**src/rtl/sbs_pkg.sv**
```systemverilog
`timescale 1ns / 1ps
// ----------------------------------------------------------------------------
// sbs_pkg: shared types and constants of the smart beacon scheduler
// Field widths, time and angle constants, cause codes, register indexes and
// sequencer states.
// ----------------------------------------------------------------------------
package sbs_pkg;

   // field widths
   localparam int NOW_W     = 32;
   localparam int SPEED_W   = 12;
   localparam int HEAD_W    = 13;
   localparam int CFG_W     = 8;
   localparam int CSR_IDX_W = 3;
   localparam int CAUSE_W   = 2;

   // knots to km/h in thousandths: speed * 1852
   localparam int KNOT_MUL   = 1852;
   localparam int KNOT_MUL_W = 11;
   localparam int S_W        = SPEED_W + KNOT_MUL_W;
   localparam int KMH_MILLI  = 1000;

   // intervals in ms stay below 2^24
   localparam int TIME_W      = 24;
   localparam int CNT_W       = $clog2(TIME_W);
   localparam int MS_PER_MIN  = 60000;
   localparam int MS_PER_S    = 1000;
   localparam int TURN_GAP_MS = 5000;
   localparam logic [NOW_W-1:0] LAST_RESET = 32'hFFF0_0000;

   // angles in 1/16 degree
   localparam int DEG_FRAC     = 4;
   localparam int HALF_TURN_Q4 = 2880;
   localparam int FULL_TURN_Q4 = 5760;
   localparam int HD_W         = HEAD_W + 2;
   localparam int MIN_TURN_KMH = 2;
   // turn slope quotient is at most 255 * 16 / 2
   localparam int TQ_W         = 11;

   // register reset values
   localparam logic                RST_SMART_MODE = 1'b1;
   localparam logic [CFG_W-1:0]    RST_FIXED_MIN  = 8'd10;
   localparam logic [CFG_W-1:0]    RST_LOW_KMH    = 8'd5;
   localparam logic [CFG_W-1:0]    RST_HIGH_KMH   = 8'd90;
   localparam logic [CFG_W-1:0]    RST_SLOW_MIN   = 8'd30;
   localparam logic [CFG_W-1:0]    RST_FAST_S     = 8'd60;
   localparam logic [CFG_W-1:0]    RST_TURN_MIN   = 8'd28;
   localparam logic [CFG_W-1:0]    RST_TURN_SLOPE = 8'd255;

   typedef enum logic [CAUSE_W-1:0] {
      CAUSE_NONE  = 2'd0,
      CAUSE_FIXED = 2'd1,
      CAUSE_SMART = 2'd2,
      CAUSE_TURN  = 2'd3
   } cause_type;

   typedef enum logic [CSR_IDX_W-1:0] {
      CSR_SMART_MODE  = 3'd0,
      CSR_FIXED_MIN   = 3'd1,
      CSR_LOW_KMH     = 3'd2,
      CSR_HIGH_KMH    = 3'd3,
      CSR_SLOW_MIN    = 3'd4,
      CSR_FAST_S      = 3'd5,
      CSR_TURN_MIN    = 3'd6,
      CSR_TURN_SLOPE  = 3'd7
   } csr_index_type;

   typedef enum logic [3:0] {
      ST_IDLE,
      ST_PREP,
      ST_EVAL,
      ST_MUL,
      ST_DIV,
      ST_INTERP,
      ST_TURN,
      ST_TURNCHK,
      ST_DONE
   } state_type;

endpackage

```
**src/rtl/sbs_if.sv**
```systemverilog
`timescale 1ns / 1ps
// ----------------------------------------------------------------------------
// sbs_if: item channels of the smart beacon scheduler
// Position update channel and beacon decision channel, valid/ready.
// ----------------------------------------------------------------------------
interface sbs_req_if;
   logic                         valid;
   logic                         ready;
   logic [sbs_pkg::NOW_W-1:0]    now_ms;
   logic [sbs_pkg::SPEED_W-1:0]  speed_knots_q4;
   logic [sbs_pkg::HEAD_W-1:0]   heading_q4;
   logic                         fix_valid;

   modport source (output valid, output now_ms, output speed_knots_q4,
                   output heading_q4, output fix_valid, input ready);
   modport sink   (input valid, input now_ms, input speed_knots_q4,
                   input heading_q4, input fix_valid, output ready);
endinterface

interface sbs_rsp_if;
   logic                         valid;
   logic                         ready;
   logic                         transmit;
   logic [sbs_pkg::CAUSE_W-1:0]  cause;

   modport source (output valid, output transmit, output cause, input ready);
   modport sink   (input valid, input transmit, input cause, output ready);
endinterface

```
**src/rtl/smart_beacon_scheduler_core.sv**
```systemverilog
`timescale 1ns / 1ps
// ----------------------------------------------------------------------------
// smart_beacon_scheduler_core: position beacon timing decision
// Fixed interval or speed and turn based beaconing, one decision per update.
// ----------------------------------------------------------------------------
// Usage:
//   req_port takes one position update item (time, speed, heading, fix flag);
//   rsp_port returns one decision item (transmit, cause) per update, in order.
//   csr_we/csr_index/csr_wdata write the eight setup registers; write them
//   only while no update is in flight.
//   Invalid fixes and fixed mode need no arithmetic; a speed outside the
//   interpolation band may run only the turn check, and a speed inside the
//   band runs the band multiply and divide, then possibly the turn check.
//   All of it runs on one bit-serial shift-add and restoring divide unit:
//   24 steps for the band multiply, 24 for the band divide and 11 for the
//   turn threshold divide.
//   One update is processed at a time; the next item is accepted the cycle
//   after the result is loaded into the output register.
//   A stalled receiver holds the result in the output register; the next
//   update is still accepted and computed, and waits only at its own result.
//   Synchronous reset restores the register defaults, sets the last beacon
//   time to 0xFFF00000 and the last heading to zero, and drops any result.
// ----------------------------------------------------------------------------
module smart_beacon_scheduler_core #(
   parameter int SPEED_FRAC_BITS = 4
) (
   input  logic                          clock,
   input  logic                          reset,
   sbs_req_if.sink                       req_port,
   sbs_rsp_if.source                     rsp_port,
   input  logic                          csr_we,
   input  logic [sbs_pkg::CSR_IDX_W-1:0] csr_index,
   input  logic [sbs_pkg::CFG_W-1:0]     csr_wdata
);

   localparam int KMH_UNIT   = sbs_pkg::KMH_MILLI << SPEED_FRAC_BITS;
   localparam int UNIT_W     = $clog2(sbs_pkg::KMH_MILLI) + SPEED_FRAC_BITS;
   localparam int LIM_W      = sbs_pkg::CFG_W + UNIT_W;
   localparam int CMP_W      = (sbs_pkg::S_W > LIM_W) ? sbs_pkg::S_W : LIM_W;
   localparam int PROD_W     = sbs_pkg::S_W + sbs_pkg::TIME_W;
   localparam int SHL_W      = LIM_W + sbs_pkg::TIME_W - 1;
   localparam int ACC_W      = (PROD_W > SHL_W) ? PROD_W : SHL_W;
   localparam int TURN_UNIT  = KMH_UNIT << sbs_pkg::DEG_FRAC;
   localparam logic [CMP_W-1:0] TURN_SPEED = CMP_W'(sbs_pkg::MIN_TURN_KMH * KMH_UNIT);
   localparam logic signed [sbs_pkg::HD_W-1:0] HALF_S = sbs_pkg::HD_W'(sbs_pkg::HALF_TURN_Q4);
   localparam logic signed [sbs_pkg::HD_W-1:0] FULL_S = sbs_pkg::HD_W'(sbs_pkg::FULL_TURN_Q4);

   // configuration
   logic                         smart_mode_ff;
   logic [sbs_pkg::CFG_W-1:0]    fixed_interval_min_ff;
   logic [sbs_pkg::CFG_W-1:0]    low_speed_kmh_ff;
   logic [sbs_pkg::CFG_W-1:0]    high_speed_kmh_ff;
   logic [sbs_pkg::CFG_W-1:0]    slow_rate_min_ff;
   logic [sbs_pkg::CFG_W-1:0]    fast_rate_s_ff;
   logic [sbs_pkg::CFG_W-1:0]    turn_min_deg_ff;
   logic [sbs_pkg::CFG_W-1:0]    turn_slope_ff;

   // beacon state
   logic [sbs_pkg::NOW_W-1:0]    last_beacon_ff;
   logic [sbs_pkg::HEAD_W-1:0]   last_head_ff;

   // captured update
   logic [sbs_pkg::NOW_W-1:0]    now_ff;
   logic [sbs_pkg::SPEED_W-1:0]  speed_ff;
   logic [sbs_pkg::HEAD_W-1:0]   head_ff;
   logic                         fix_ff;

   // sequencer and serial unit
   sbs_pkg::state_type           st_ff, st_in;
   sbs_pkg::cause_type           cause_ff, cause_in;
   logic [sbs_pkg::S_W-1:0]      s_ff, s_in;
   logic [sbs_pkg::NOW_W-1:0]    elapsed_ff, elapsed_in;
   logic [ACC_W-1:0]             acc_ff, acc_in;
   logic [ACC_W-1:0]             dsh_ff, dsh_in;
   logic [sbs_pkg::TIME_W-1:0]   quo_ff, quo_in;
   logic [sbs_pkg::CNT_W-1:0]    cnt_ff, cnt_in;

   // output register
   logic                         rsp_valid_ff;
   logic                         rsp_transmit_ff;
   logic [sbs_pkg::CAUSE_W-1:0]  rsp_cause_ff;

   logic                         req_fire;
   logic                         out_free;
   logic                         done_fire;

   logic [CMP_W-1:0]             s_c, lo_c, hi_c;
   logic                         below_lo, at_hi, in_band;
   logic [sbs_pkg::TIME_W-1:0]   slow_ms, fast_ms, fixed_ms, span, edge_ms, band_ms;
   logic                         slow_ge_fast;
   logic                         fixed_due, edge_due, band_due, turn_ok;
   logic [ACC_W-1:0]             mcand_init, kspan_sh, turn_num, turn_dsh;
   logic                         div_ge;
   logic signed [sbs_pkg::HD_W-1:0] hd_raw, hd_wrap1, hd_wrap2, hd_abs;
   logic [sbs_pkg::HD_W-1:0]     turn_thr;
   logic                         turn_seen;

   assign req_fire  = req_port.valid && req_port.ready;
   assign req_port.ready = (st_ff == sbs_pkg::ST_IDLE);
   assign out_free  = !rsp_valid_ff || rsp_port.ready;
   assign done_fire = (st_ff == sbs_pkg::ST_DONE) && out_free;

   assign rsp_port.valid    = rsp_valid_ff;
   assign rsp_port.transmit = rsp_transmit_ff;
   assign rsp_port.cause    = rsp_cause_ff;

   // speed limits and intervals
   assign s_c      = CMP_W'(s_ff);
   assign lo_c     = CMP_W'(LIM_W'(low_speed_kmh_ff) * LIM_W'(KMH_UNIT));
   assign hi_c     = CMP_W'(LIM_W'(high_speed_kmh_ff) * LIM_W'(KMH_UNIT));
   assign below_lo = s_c < lo_c;
   assign at_hi    = s_c >= hi_c;
   assign in_band  = !below_lo && !at_hi;

   assign slow_ms  = sbs_pkg::TIME_W'(slow_rate_min_ff)
                   * sbs_pkg::TIME_W'(sbs_pkg::MS_PER_MIN);
   assign fast_ms  = sbs_pkg::TIME_W'(fast_rate_s_ff)
                   * sbs_pkg::TIME_W'(sbs_pkg::MS_PER_S);
   assign fixed_ms = sbs_pkg::TIME_W'(fixed_interval_min_ff)
                   * sbs_pkg::TIME_W'(sbs_pkg::MS_PER_MIN);
   assign slow_ge_fast = slow_ms >= fast_ms;
   assign span     = slow_ge_fast ? (slow_ms - fast_ms) : (fast_ms - slow_ms);
   assign edge_ms  = below_lo ? slow_ms : fast_ms;
   assign band_ms  = slow_ge_fast ? (slow_ms - quo_ff) : (slow_ms + quo_ff);

   assign fixed_due = elapsed_ff >= sbs_pkg::NOW_W'(fixed_ms);
   assign edge_due  = elapsed_ff >= sbs_pkg::NOW_W'(edge_ms);
   assign band_due  = elapsed_ff >= sbs_pkg::NOW_W'(band_ms);
   assign turn_ok   = (elapsed_ff >= sbs_pkg::NOW_W'(sbs_pkg::TURN_GAP_MS))
                   && (s_c >= TURN_SPEED);

   // operand loads of the serial unit
   assign mcand_init = ACC_W'(s_c - lo_c);
   assign kspan_sh   = ACC_W'(hi_c - lo_c) << (sbs_pkg::TIME_W - 1);
   assign turn_num   = ACC_W'(turn_slope_ff) * ACC_W'(TURN_UNIT);
   assign turn_dsh   = ACC_W'(s_ff) << (sbs_pkg::TQ_W - 1);
   assign div_ge     = acc_ff >= dsh_ff;

   // heading change, single-step wrap
   always_comb begin
      hd_raw   = $signed({2'b00, head_ff}) - $signed({2'b00, last_head_ff});
      hd_wrap1 = (hd_raw > HALF_S) ? (hd_raw - FULL_S) : hd_raw;
      hd_wrap2 = (hd_wrap1 < -HALF_S) ? (hd_wrap1 + FULL_S) : hd_wrap1;
      hd_abs   = (hd_wrap2 < 0) ? -hd_wrap2 : hd_wrap2;
   end

   assign turn_thr  = (sbs_pkg::HD_W'(turn_min_deg_ff) << sbs_pkg::DEG_FRAC)
                    + sbs_pkg::HD_W'(quo_ff[sbs_pkg::TQ_W-1:0]);
   assign turn_seen = $unsigned(hd_abs) >= turn_thr;

   // next state
   always_comb begin
      st_in = st_ff;
      unique case (st_ff)
         sbs_pkg::ST_IDLE: begin
            if (req_fire) st_in = sbs_pkg::ST_PREP;
         end
         sbs_pkg::ST_PREP: st_in = sbs_pkg::ST_EVAL;
         sbs_pkg::ST_EVAL: begin
            priority if (!fix_ff || !smart_mode_ff) st_in = sbs_pkg::ST_DONE;
            else if (in_band)                       st_in = sbs_pkg::ST_MUL;
            else if (edge_due)                      st_in = sbs_pkg::ST_DONE;
            else if (turn_ok)                       st_in = sbs_pkg::ST_TURN;
            else                                    st_in = sbs_pkg::ST_DONE;
         end
         sbs_pkg::ST_MUL: begin
            if (cnt_ff == '0) st_in = sbs_pkg::ST_DIV;
         end
         sbs_pkg::ST_DIV: begin
            if (cnt_ff == '0) st_in = sbs_pkg::ST_INTERP;
         end
         sbs_pkg::ST_INTERP: begin
            priority if (band_due) st_in = sbs_pkg::ST_DONE;
            else if (turn_ok)      st_in = sbs_pkg::ST_TURN;
            else                   st_in = sbs_pkg::ST_DONE;
         end
         sbs_pkg::ST_TURN: begin
            if (cnt_ff == '0) st_in = sbs_pkg::ST_TURNCHK;
         end
         sbs_pkg::ST_TURNCHK: st_in = sbs_pkg::ST_DONE;
         sbs_pkg::ST_DONE: begin
            if (out_free) st_in = sbs_pkg::ST_IDLE;
         end
         default: st_in = sbs_pkg::ST_IDLE;
      endcase
   end

   // datapath
   always_comb begin
      s_in       = s_ff;
      elapsed_in = elapsed_ff;
      acc_in     = acc_ff;
      dsh_in     = dsh_ff;
      quo_in     = quo_ff;
      cnt_in     = cnt_ff;
      cause_in   = cause_ff;
      unique case (st_ff)
         sbs_pkg::ST_PREP: begin
            s_in       = sbs_pkg::S_W'(speed_ff) * sbs_pkg::S_W'(sbs_pkg::KNOT_MUL);
            elapsed_in = now_ff - last_beacon_ff;
            cause_in   = sbs_pkg::CAUSE_NONE;
         end
         sbs_pkg::ST_EVAL: begin
            priority if (!fix_ff) begin
               cause_in = sbs_pkg::CAUSE_NONE;
            end else if (!smart_mode_ff) begin
               cause_in = fixed_due ? sbs_pkg::CAUSE_FIXED : sbs_pkg::CAUSE_NONE;
            end else if (in_band) begin
               acc_in = '0;
               dsh_in = mcand_init;
               quo_in = span;
               cnt_in = sbs_pkg::CNT_W'(sbs_pkg::TIME_W - 1);
            end else if (edge_due) begin
               cause_in = sbs_pkg::CAUSE_SMART;
            end else if (turn_ok) begin
               acc_in = turn_num;
               dsh_in = turn_dsh;
               quo_in = '0;
               cnt_in = sbs_pkg::CNT_W'(sbs_pkg::TQ_W - 1);
            end else begin
               cause_in = sbs_pkg::CAUSE_NONE;
            end
         end
         sbs_pkg::ST_MUL: begin
            // shift-add, multiplier bits LSB first
            if (quo_ff[0]) acc_in = acc_ff + dsh_ff;
            dsh_in = dsh_ff << 1;
            quo_in = quo_ff >> 1;
            cnt_in = cnt_ff - 1'b1;
            if (cnt_ff == '0) begin
               dsh_in = kspan_sh;
               quo_in = '0;
               cnt_in = sbs_pkg::CNT_W'(sbs_pkg::TIME_W - 1);
            end
         end
         sbs_pkg::ST_DIV, sbs_pkg::ST_TURN: begin
            // restoring step, one quotient bit per cycle
            if (div_ge) acc_in = acc_ff - dsh_ff;
            quo_in = {quo_ff[sbs_pkg::TIME_W-2:0], div_ge};
            dsh_in = dsh_ff >> 1;
            cnt_in = cnt_ff - 1'b1;
         end
         sbs_pkg::ST_INTERP: begin
            priority if (band_due) begin
               cause_in = sbs_pkg::CAUSE_SMART;
            end else if (turn_ok) begin
               acc_in = turn_num;
               dsh_in = turn_dsh;
               quo_in = '0;
               cnt_in = sbs_pkg::CNT_W'(sbs_pkg::TQ_W - 1);
            end else begin
               cause_in = sbs_pkg::CAUSE_NONE;
            end
         end
         sbs_pkg::ST_TURNCHK: begin
            cause_in = turn_seen ? sbs_pkg::CAUSE_TURN : sbs_pkg::CAUSE_NONE;
         end
         sbs_pkg::ST_IDLE, sbs_pkg::ST_DONE: begin
         end
         default: begin
         end
      endcase
   end

   always_ff @(posedge clock) begin
      if (reset) begin
         st_ff <= sbs_pkg::ST_IDLE;
      end else begin
         st_ff <= st_in;
      end
   end

   always_ff @(posedge clock) begin
      s_ff       <= s_in;
      elapsed_ff <= elapsed_in;
      acc_ff     <= acc_in;
      dsh_ff     <= dsh_in;
      quo_ff     <= quo_in;
      cnt_ff     <= cnt_in;
      cause_ff   <= cause_in;
      if (req_fire) begin
         now_ff   <= req_port.now_ms;
         speed_ff <= req_port.speed_knots_q4;
         head_ff  <= req_port.heading_q4;
         fix_ff   <= req_port.fix_valid;
      end
   end

   // output register: hold while the receiver stalls
   always_ff @(posedge clock) begin
      if (reset) begin
         rsp_valid_ff <= 1'b0;
      end else if (done_fire) begin
         rsp_valid_ff <= 1'b1;
      end else if (rsp_port.ready) begin
         rsp_valid_ff <= 1'b0;
      end
   end

   always_ff @(posedge clock) begin
      if (done_fire) begin
         rsp_transmit_ff <= (cause_ff != sbs_pkg::CAUSE_NONE);
         rsp_cause_ff    <= cause_ff;
      end
   end

   // commit the beacon on transmit
   always_ff @(posedge clock) begin
      if (reset) begin
         last_beacon_ff <= sbs_pkg::LAST_RESET;
         last_head_ff   <= '0;
      end else if (done_fire && (cause_ff != sbs_pkg::CAUSE_NONE)) begin
         last_beacon_ff <= now_ff;
         last_head_ff   <= head_ff;
      end
   end

   always_ff @(posedge clock) begin
      if (reset) begin
         smart_mode_ff         <= sbs_pkg::RST_SMART_MODE;
         fixed_interval_min_ff <= sbs_pkg::RST_FIXED_MIN;
         low_speed_kmh_ff      <= sbs_pkg::RST_LOW_KMH;
         high_speed_kmh_ff     <= sbs_pkg::RST_HIGH_KMH;
         slow_rate_min_ff      <= sbs_pkg::RST_SLOW_MIN;
         fast_rate_s_ff        <= sbs_pkg::RST_FAST_S;
         turn_min_deg_ff       <= sbs_pkg::RST_TURN_MIN;
         turn_slope_ff         <= sbs_pkg::RST_TURN_SLOPE;
      end else if (csr_we) begin
         unique case (sbs_pkg::csr_index_type'(csr_index))
            sbs_pkg::CSR_SMART_MODE: smart_mode_ff         <= csr_wdata[0];
            sbs_pkg::CSR_FIXED_MIN:  fixed_interval_min_ff <= csr_wdata;
            sbs_pkg::CSR_LOW_KMH:    low_speed_kmh_ff      <= csr_wdata;
            sbs_pkg::CSR_HIGH_KMH:   high_speed_kmh_ff     <= csr_wdata;
            sbs_pkg::CSR_SLOW_MIN:   slow_rate_min_ff      <= csr_wdata;
            sbs_pkg::CSR_FAST_S:     fast_rate_s_ff        <= csr_wdata;
            sbs_pkg::CSR_TURN_MIN:   turn_min_deg_ff       <= csr_wdata;
            sbs_pkg::CSR_TURN_SLOPE: turn_slope_ff         <= csr_wdata;
            default: begin
            end
         endcase
      end
   end

`ifndef NO_ASSERTIONS
   a_commit: assert property (@(posedge clock) disable iff (reset)
      (done_fire && (cause_ff != sbs_pkg::CAUSE_NONE)) |=>
         ((last_beacon_ff == $past(now_ff)) && (last_head_ff == $past(head_ff))))
      else $error("beacon state not committed on transmit");

   a_div_bound: assert property (@(posedge clock) disable iff (reset)
      ((st_ff == sbs_pkg::ST_DIV) || (st_ff == sbs_pkg::ST_TURN)) |->
         ({1'b0, acc_ff} < {dsh_ff, 1'b0}))
      else $error("divider remainder out of range");

   a_turn_quo: assert property (@(posedge clock) disable iff (reset)
      (st_ff == sbs_pkg::ST_TURNCHK) |->
         (quo_ff[sbs_pkg::TIME_W-1:sbs_pkg::TQ_W] == '0))
      else $error("turn quotient overflow");

   a_flag: assert property (@(posedge clock) disable iff (reset)
      rsp_valid_ff |-> (rsp_transmit_ff == (rsp_cause_ff != sbs_pkg::CAUSE_NONE)))
      else $error("transmit flag disagrees with cause");
`endif

endmodule
```
**src/flat_wrapper.sv**
```systemverilog
// flat-port wrapper written by rule: the top's interface ports become plain ports
module smart_beacon_scheduler_core_flat 
#(
   parameter int SPEED_FRAC_BITS = 4
)
  (clock, reset, csr_we, csr_index, csr_wdata, req_port_valid, req_port_now_ms, req_port_speed_knots_q4, req_port_heading_q4, req_port_fix_valid, req_port_ready, rsp_port_valid, rsp_port_transmit, rsp_port_cause, rsp_port_ready);
  sbs_req_if req_port_i ();
  sbs_rsp_if rsp_port_i ();
  input  logic clock;
  input  logic reset;
  input  logic csr_we;
  input  logic [sbs_pkg::CSR_IDX_W-1:0] csr_index;
  input  logic [sbs_pkg::CFG_W-1:0] csr_wdata;
  input wire logic [$bits(req_port_i.valid)-1:0] req_port_valid;
  input wire logic [$bits(req_port_i.now_ms)-1:0] req_port_now_ms;
  input wire logic [$bits(req_port_i.speed_knots_q4)-1:0] req_port_speed_knots_q4;
  input wire logic [$bits(req_port_i.heading_q4)-1:0] req_port_heading_q4;
  input wire logic [$bits(req_port_i.fix_valid)-1:0] req_port_fix_valid;
  output wire logic [$bits(req_port_i.ready)-1:0] req_port_ready;
  output wire logic [$bits(rsp_port_i.valid)-1:0] rsp_port_valid;
  output wire logic [$bits(rsp_port_i.transmit)-1:0] rsp_port_transmit;
  output wire logic [$bits(rsp_port_i.cause)-1:0] rsp_port_cause;
  input wire logic [$bits(rsp_port_i.ready)-1:0] rsp_port_ready;
  assign req_port_i.valid = req_port_valid;
  assign req_port_i.now_ms = req_port_now_ms;
  assign req_port_i.speed_knots_q4 = req_port_speed_knots_q4;
  assign req_port_i.heading_q4 = req_port_heading_q4;
  assign req_port_i.fix_valid = req_port_fix_valid;
  assign req_port_ready = req_port_i.ready;
  assign rsp_port_valid = rsp_port_i.valid;
  assign rsp_port_transmit = rsp_port_i.transmit;
  assign rsp_port_cause = rsp_port_i.cause;
  assign rsp_port_i.ready = rsp_port_ready;
  smart_beacon_scheduler_core #(.SPEED_FRAC_BITS(SPEED_FRAC_BITS)) u_core (.clock(clock), .reset(reset), .req_port(req_port_i), .rsp_port(rsp_port_i), .csr_we(csr_we), .csr_index(csr_index), .csr_wdata(csr_wdata));
endmodule
```
**config.mk**
```make
export PLATFORM = sky130hd
export DESIGN_NAME = smart_beacon_scheduler_core_flat
export DESIGN_NICKNAME = d
export VERILOG_FILES = /design/src/rtl/sbs_pkg.sv /design/src/rtl/sbs_if.sv /design/src/rtl/smart_beacon_scheduler_core.sv /design/src/flat_wrapper.sv
export SDC_FILE = /design/constraint.sdc
export NUM_CORES = 2
export LEC_CHECK = 0
export BUFFER_PORTS_ARGS = -buffer_cell sky130_fd_sc_hd__buf_2
export CORE_MARGIN = 3
export CORE_UTILIZATION = 30
export CTS_CLUSTER_DIAMETER = 200
export DETAILED_ROUTE_END_ITERATION = 12
export SETUP_SLACK_MARGIN = 0.4
export SLEW_MARGIN = 20
export SYNTH_ARGS = -nofsm -noshare
export SYNTH_HDL_FRONTEND = slang
export SYNTH_SLANG_ARGS = --single-unit
```
**constraint.sdc**
```tcl
create_clock -name clock -period 31.6 [get_ports clock]
set_clock_uncertainty 0.05 [all_clocks]
set_input_delay 6.32 -clock clock [delete_from_list [all_inputs] [get_ports clock]]
set_output_delay 6.32 -clock clock [all_outputs]
set_load 0.005 [all_outputs]
```
# ---- Yosys cells after proc, flatten, opt, wreduce, memory -nomap -nowiden
# Index checks and enable logic that the tools add are counted.
# Widths: inputs -> output; s select.
dict set report classes {
  eq_ne 27
  mul 7
  addsub 15
  n_reduce_logical 32
  n_lt_le_gt_ge 13
  muxes 61
}
# operator n
set ops {}
lappend ops {{$mux 47} 15}
lappend ops {{$pmux 47 s4} 2}
lappend ops {{$mux 24} 9}
lappend ops {{$ge 32x24->1} 3}
lappend ops {{$pmux 24 s4} 1}
lappend ops {{$mul 8x7->15 const B} 4}
lappend ops {{$add 47x47->47} 1}
lappend ops {{$ge 47x47->1} 1}
lappend ops {{$sub 47x47->47} 1}
lappend ops {{$mux 15} 3}
lappend ops {{$mux 4} 10}
lappend ops {{$mul 8x11->19 const B} 2}
lappend ops {{$pmux 4 s9} 1}
lappend ops {{$mux 5} 7}
lappend ops {{$ge 32x13->1 const B} 1}
lappend ops {{$sub 32x32->32} 1}
lappend ops {{$add 24x24->24} 1}
lappend ops {{$ge 24x18->1} 1}
lappend ops {{$sub 18x24->24} 1}
lappend ops {{$sub 23x22->24} 1}
lappend ops {{$sub 24x18->24} 1}
lappend ops {{$sub 24x24->24} 1}
lappend ops {{$ge 23x15->1 const B} 1}
lappend ops {{$ge 23x22->1} 1}
lappend ops {{41 further kinds} 85}
dict set report word_totals {
  out_inout_bits 5
  input_bits 74
  elab_cells 180
  regBits 346
}

# ---- Depth between registers and ports, before layout
dict set report depth {
  word_depth 10
  ltp_mapped 42
}

# ---- Worst setup path before layout
# OpenSTA, ideal clock, no wires.
dict set report synth_timing {
  path_kind {register -> register}
  from {reg u_core.fast_rate_s_ff[1] (netlist bit)}
  to {reg u_core.acc_ff[0], enable pin}
  t_arrival_ps 11261
  path_stages_with_launch 41
  synth_period_minus_slack_ps 11839
  slack_ps 19761
  setup_time_ps 528
  path_cell_list {dfxtp_1 -> fa_1 -> xor2_1 -> ha_1 -> inv_1 -> fa_1 -> fa_1 -> inv_1 -> ha_1 -> inv_1 -> o21bai_1 -> a21oi_1 -> o21bai_1 -> a21oi_1 -> o21bai_1 -> a21oi_1 -> xnor2_1 -> inv_1 -> (+5 left out) -> or4_4 -> or3_4 -> buf_6 -> clkbuf_1 -> nand2_1 -> xnor2_1 -> ha_1 -> and3_1 -> a21oi_1 -> o21ai_0 -> o31a_1 -> o2111ai_1 -> a21oi_1 -> o21ai_0 -> a21oi_1 -> nor2b_1 -> a31o_2 -> a221oi_1}
}
dict set report synth_via {
  elab_chain_cells 6
  word_cells_on_any_way 9
  cone_classes {mul: 1; order compare: 3; eq/ne: 2; mux: 2; reduce/logical: 1}
}
# item line_no
set synth_lines {}
lappend synth_lines {{start, declared} smart_beacon_scheduler_core.sv:54} ;# logic [sbs_pkg::CFG_W-1:0] fast_rate_s_ff;
lappend synth_lines {{start signal, assigned} smart_beacon_scheduler_core.sv:325} ;# fast_rate_s_ff <= sbs_pkg::RST_FAST_S;
lappend synth_lines {{start signal, assigned} smart_beacon_scheduler_core.sv:335} ;# sbs_pkg::CSR_FAST_S: fast_rate_s_ff <= csr_wdata;
lappend synth_lines {{$mul 8x7->15 (*)} smart_beacon_scheduler_core.sv:118} ;# * sbs_pkg::TIME_W'(sbs_pkg::MS_PER_S);
lappend synth_lines {{$ge 24x18->1} smart_beacon_scheduler_core.sv:121} ;# assign slow_ge_fast = slow_ms >= fast_ms;
lappend synth_lines {{$mux 24} smart_beacon_scheduler_core.sv:124} ;# assign band_ms = slow_ge_fast ? (slow_ms - quo_ff) : (slow_ms + quo_ff);
lappend synth_lines {{$ge 32x24->1} smart_beacon_scheduler_core.sv:128} ;# assign band_due = elapsed_ff >= sbs_pkg::NOW_W'(band_ms);
lappend synth_lines {{$ne 2x2->1 (no line)} --}
lappend synth_lines {{$reduce_and 7->1 (no line) (*)} --}
lappend synth_lines {{end signal, assigned} smart_beacon_scheduler_core.sv:276} ;# acc_ff <= acc_in;
lappend synth_lines {{end, declared} smart_beacon_scheduler_core.sv:73} ;# logic [ACC_W-1:0] acc_ff, acc_in;
# Mark *: on every way between the ends. The rest lies on a longest branch, timed or not.
# A chain may end at the register's enable or synchronous reset.

# ---- Final worst setup path
dict set report layout_timing {
  from {reg u_core.fast_rate_s_ff[0] (netlist bit)}
  to {reg u_core.dsh_ff[8], enable pin}
}
dict set report layout_via {
  elab_chain_cells 6
  word_cells_on_any_way 9
  cone_classes {mul: 1; order compare: 3; eq/ne: 2; mux: 2; reduce/logical: 1}
}
# item line_no
set layout_lines {}
lappend layout_lines {{$mul 8x7->15 (*)} smart_beacon_scheduler_core.sv:118}
lappend layout_lines {{$ge 24x18->1} smart_beacon_scheduler_core.sv:121}
lappend layout_lines {{$mux 24} smart_beacon_scheduler_core.sv:124}
lappend layout_lines {{$ge 32x24->1} smart_beacon_scheduler_core.sv:128}
lappend layout_lines {{$ne 2x2->1 (no line)} --}
lappend layout_lines {{$reduce_and 5->1 (no line) (*)} --}
lappend layout_lines {{end signal, assigned} smart_beacon_scheduler_core.sv:277} ;# dsh_ff <= dsh_in;
lappend layout_lines {{end, declared} smart_beacon_scheduler_core.sv:74} ;# logic [ACC_W-1:0] dsh_ff, dsh_in;
# Marked as above.

==> impl_metrics.toml <==
[status]
status = "completed"

[power_and_ir_drop]
power_density_nw_per_um2 = 121
total_power_mw = 5.19
leakage_nw = 19.0
peakVddDrop_uv = 100

[worst_setup_path]
critical_path_class = "flop to flop"
crit_required_ns = 31.82
critPathLaunchType = "flop"
crit_top_cell = "a21oi_1"
worstSetupEndpointType = "flop"
crit_arrival_ns = 10.55
cp_slowest_cell = "or3_4"
critPathMaxFanout = 42
slowest_delay_ns = 0.64

[global_route]
grt_pass1_wl_um = 175000
overflow = 0
grt_max_degree = 89
first_global_vias = 30900
track_usage_pct = 16.2
antenna_found_initial = 0

[synth]
syn_inst = 4355
synth_area_um2 = 39000
synth_ff_type = "edfxtp_1"
avgSynthCellArea_um2 = 8.95
yosys.area.top_type = "ha_1"
synth_top_area_share_pct = 20.3
yosysWarnings = 0
async_flop_share_pct = 0
synth_edf_count = 239
netlist-cell-type-count = 96
syn-num-nets = 5238
synthTopCellsByArea = "ha_1, edfxtp_1, fa_1"
ys_ff_latch = 346
ys_seq_area_share_pct = 23.9

[sta]
worst_slack_ns = 21.26
fin_setup_tns_ns = 0
finalSetupViolations = 0
period_minus_slack_ns = 10.34
slew_headroom_pct = 26.1
fmax_mhz = 96.7
maxSlewViolCount = 0
rsz0062_at_grt = "no"
hold_viol = 0
fin_crit_sh_pct = 32.7
tightest_slew_ns = 1.10

[floorplan]
num_io_pins = 79
core-area_um2 = 128000
die_x_um = 366
die_y_um = 366
initial_core_util_pct = 30.4
rows = 131
die_area_um2 = 134000

[placement]
place.gp.congestion = 0.919
place_hpwl_um = 86500
numPortBuffers = 78
place_ws_ns = 21.28

[detailed_routing]
drc = 0
top_layer = "met4"
routed_wl_um = 112000
met1Wirelength_um = 49400
avgRoutedWirePerCell_um = 18.1
wl_met3_um = 7250
dr_wl_met2_um = 50400
vias = 32100
via_per_inst = 5.23
detail-route-antenna-nets = 0
drt_iter0_markers = 2791
first_pass_iters = 10

[cells_and_area]
drive_above_1_share_pct = 5.93
n_fill_cell = 13200
antennaDiodeCount = 0
postLayoutCoreUtil_pct = 33.5
num-nets-final = 5265
mostFrequentLayoutCells = "ha_1, inv_1, a21oi_1"
final_common_cell = "ha_1"
area_growth_pct = 10.3

[cts]
cts_setup_buffers = 0
clk_latency_ns = 0.64
cts_buffer_depth = 3
cts_hold_buffers = 0
cts_tree = "done"
clkSlewWorstSetupHoldPaths_ns = 0.06
cts_resized = 0
clock_sinks = 346
htreeDepth = 2
cts_made_buffers = 47
root_buffer = "clkbuf_16"

[worst_hold_path]
min_path_type = "flop to flop"

[flow_run]
cap_violations = 0
==> critical path: cells and delay by family, from the launching register on <==
kind / cells / cell delay [ns]
fa+ha+maj: 7 / 2.74
simple gates: 7 / 1.62
compound gates: 17 / 2.69
buf+inv: 6 / 1.48
xor+xnor: 3 / 0.72
flops: 1 / 0.62
==> stage by stage <==
| stage | cell area [um2] | std cells | hold slack, ns |
|---|---|---|---|
| 6_report | 43000 | 6149 | 0.401 |
| 5_1_grt | 43000 | 6149 | 0.417 |
| 4_1_cts | 43000 | 6149 | 0.404 |
| 3_5_place_dp | 41400 | 6062 | 0.396 |
| 3_3_place_gp | 41400 | 6062 | 0.392 |
| 2_1_floorplan | 39000 | 4355 | 0.386 |
==> final timing paths <==
path | from | to | slack [ns] | cells after the start
setup reg to reg | u_core.fast_rate_s_ff[0] | u_core.dsh_ff[8] | 21.26 | 40
setup / recovery | u_core.fast_rate_s_ff[0] | u_core.dsh_ff[8] | 21.26 | 40
hold reg to reg | u_core.last_head_ff[1] | u_core.last_head_ff[1] | 0.40 | 2
hold / removal | u_core.last_head_ff[1] | u_core.last_head_ff[1] | 0.40 | 2
==> registers in the layout, indices dropped and copies added (netlist names), 12 cells and up <==
| name | flops |
|---|---|
| u_core.last_beacon_ff | 32 |
| u_core.acc_ff | 47 |
| u_core.s_c | 21 |
| u_core.elapsed_ff | 32 |
| u_core.last_head_ff | 13 |
| u_core.quo_ff | 24 |
| u_core.speed_ff | 12 |
| u_core.now_ff | 32 |
| u_core.dsh_ff | 47 |
| u_core.head_ff | 13 |
==> logic make-up after synthesis <==
group / count (synthesis) / share of synthesized area, %
compound gates: 1188 / 20.7
simple gates: 1020 / 12.4
fa+ha+maj: 809 / 29.4
buf+inv: 707 / 6.87
flops: 346 / 23.9
xor+xnor: 207 / 4.69
mux: 78 / 2.01
==> where the power goes <==
group          switching [mW]  internal, mW
sequential              0.196         0.759
combinational            2.18          1.50
clock                   0.236         0.327
total                    2.61          2.58
==> routing by layer <==
layer / track usage, % / vias to the layer above
met5: 0 / -
met4: 6.01 / 0
met3: 2.49 / 180
met2: 26.4 / 928
met1: 21.6 / 15400
li1: - / 15700
==> final cells by class <==
class | instances | area [um2] | area share [%]
clock inverter | 34 | 372 | 0.865
sequential | 346 | 9320 | 21.7
tap | 1729 | 2160 | 5.03
inverter | 571 | 2140 | 4.99
multi-input combinational | 3302 | 27100 | 63.0
clock buffer | 53 | 1240 | 2.89
timing repair buffer | 114 | 663 | 1.54
==> cell usage after synthesis (24+ instances only) <==
| cell type | count |
|---|---|
| a21oi_1 | 317 |
| nor4_1 | 24 |
| nand3_1 | 54 |
| a211oi_1 | 29 |
| xor2_1 | 60 |
| xnor2_1 | 145 |
| o21ai_0 | 171 |
| o211ai_1 | 38 |
| nor3_1 | 91 |
| nand4_1 | 26 |
| a31oi_1 | 28 |
| ha_1 | 632 |
| nor2b_1 | 53 |
| o221ai_1 | 29 |
| a222oi_1 | 43 |
| nor2_1 | 287 |
| mux2i_1 | 76 |
| edfxtp_1 | 239 |
| or3_1 | 29 |
| clkbuf_1 | 111 |
| a211o_1 | 33 |
| dfxtp_1 | 107 |
| o21ai_1 | 29 |
| fa_1 | 177 |
| o21a_1 | 41 |
| o21bai_1 | 72 |
| nand2b_1 | 50 |
| nand2_1 | 301 |
| o22ai_1 | 29 |
| a22oi_1 | 33 |
| a221oi_1 | 27 |
| inv_1 | 569 |
| a21o_1 | 83 |
(Power assumes the default switching activity.)
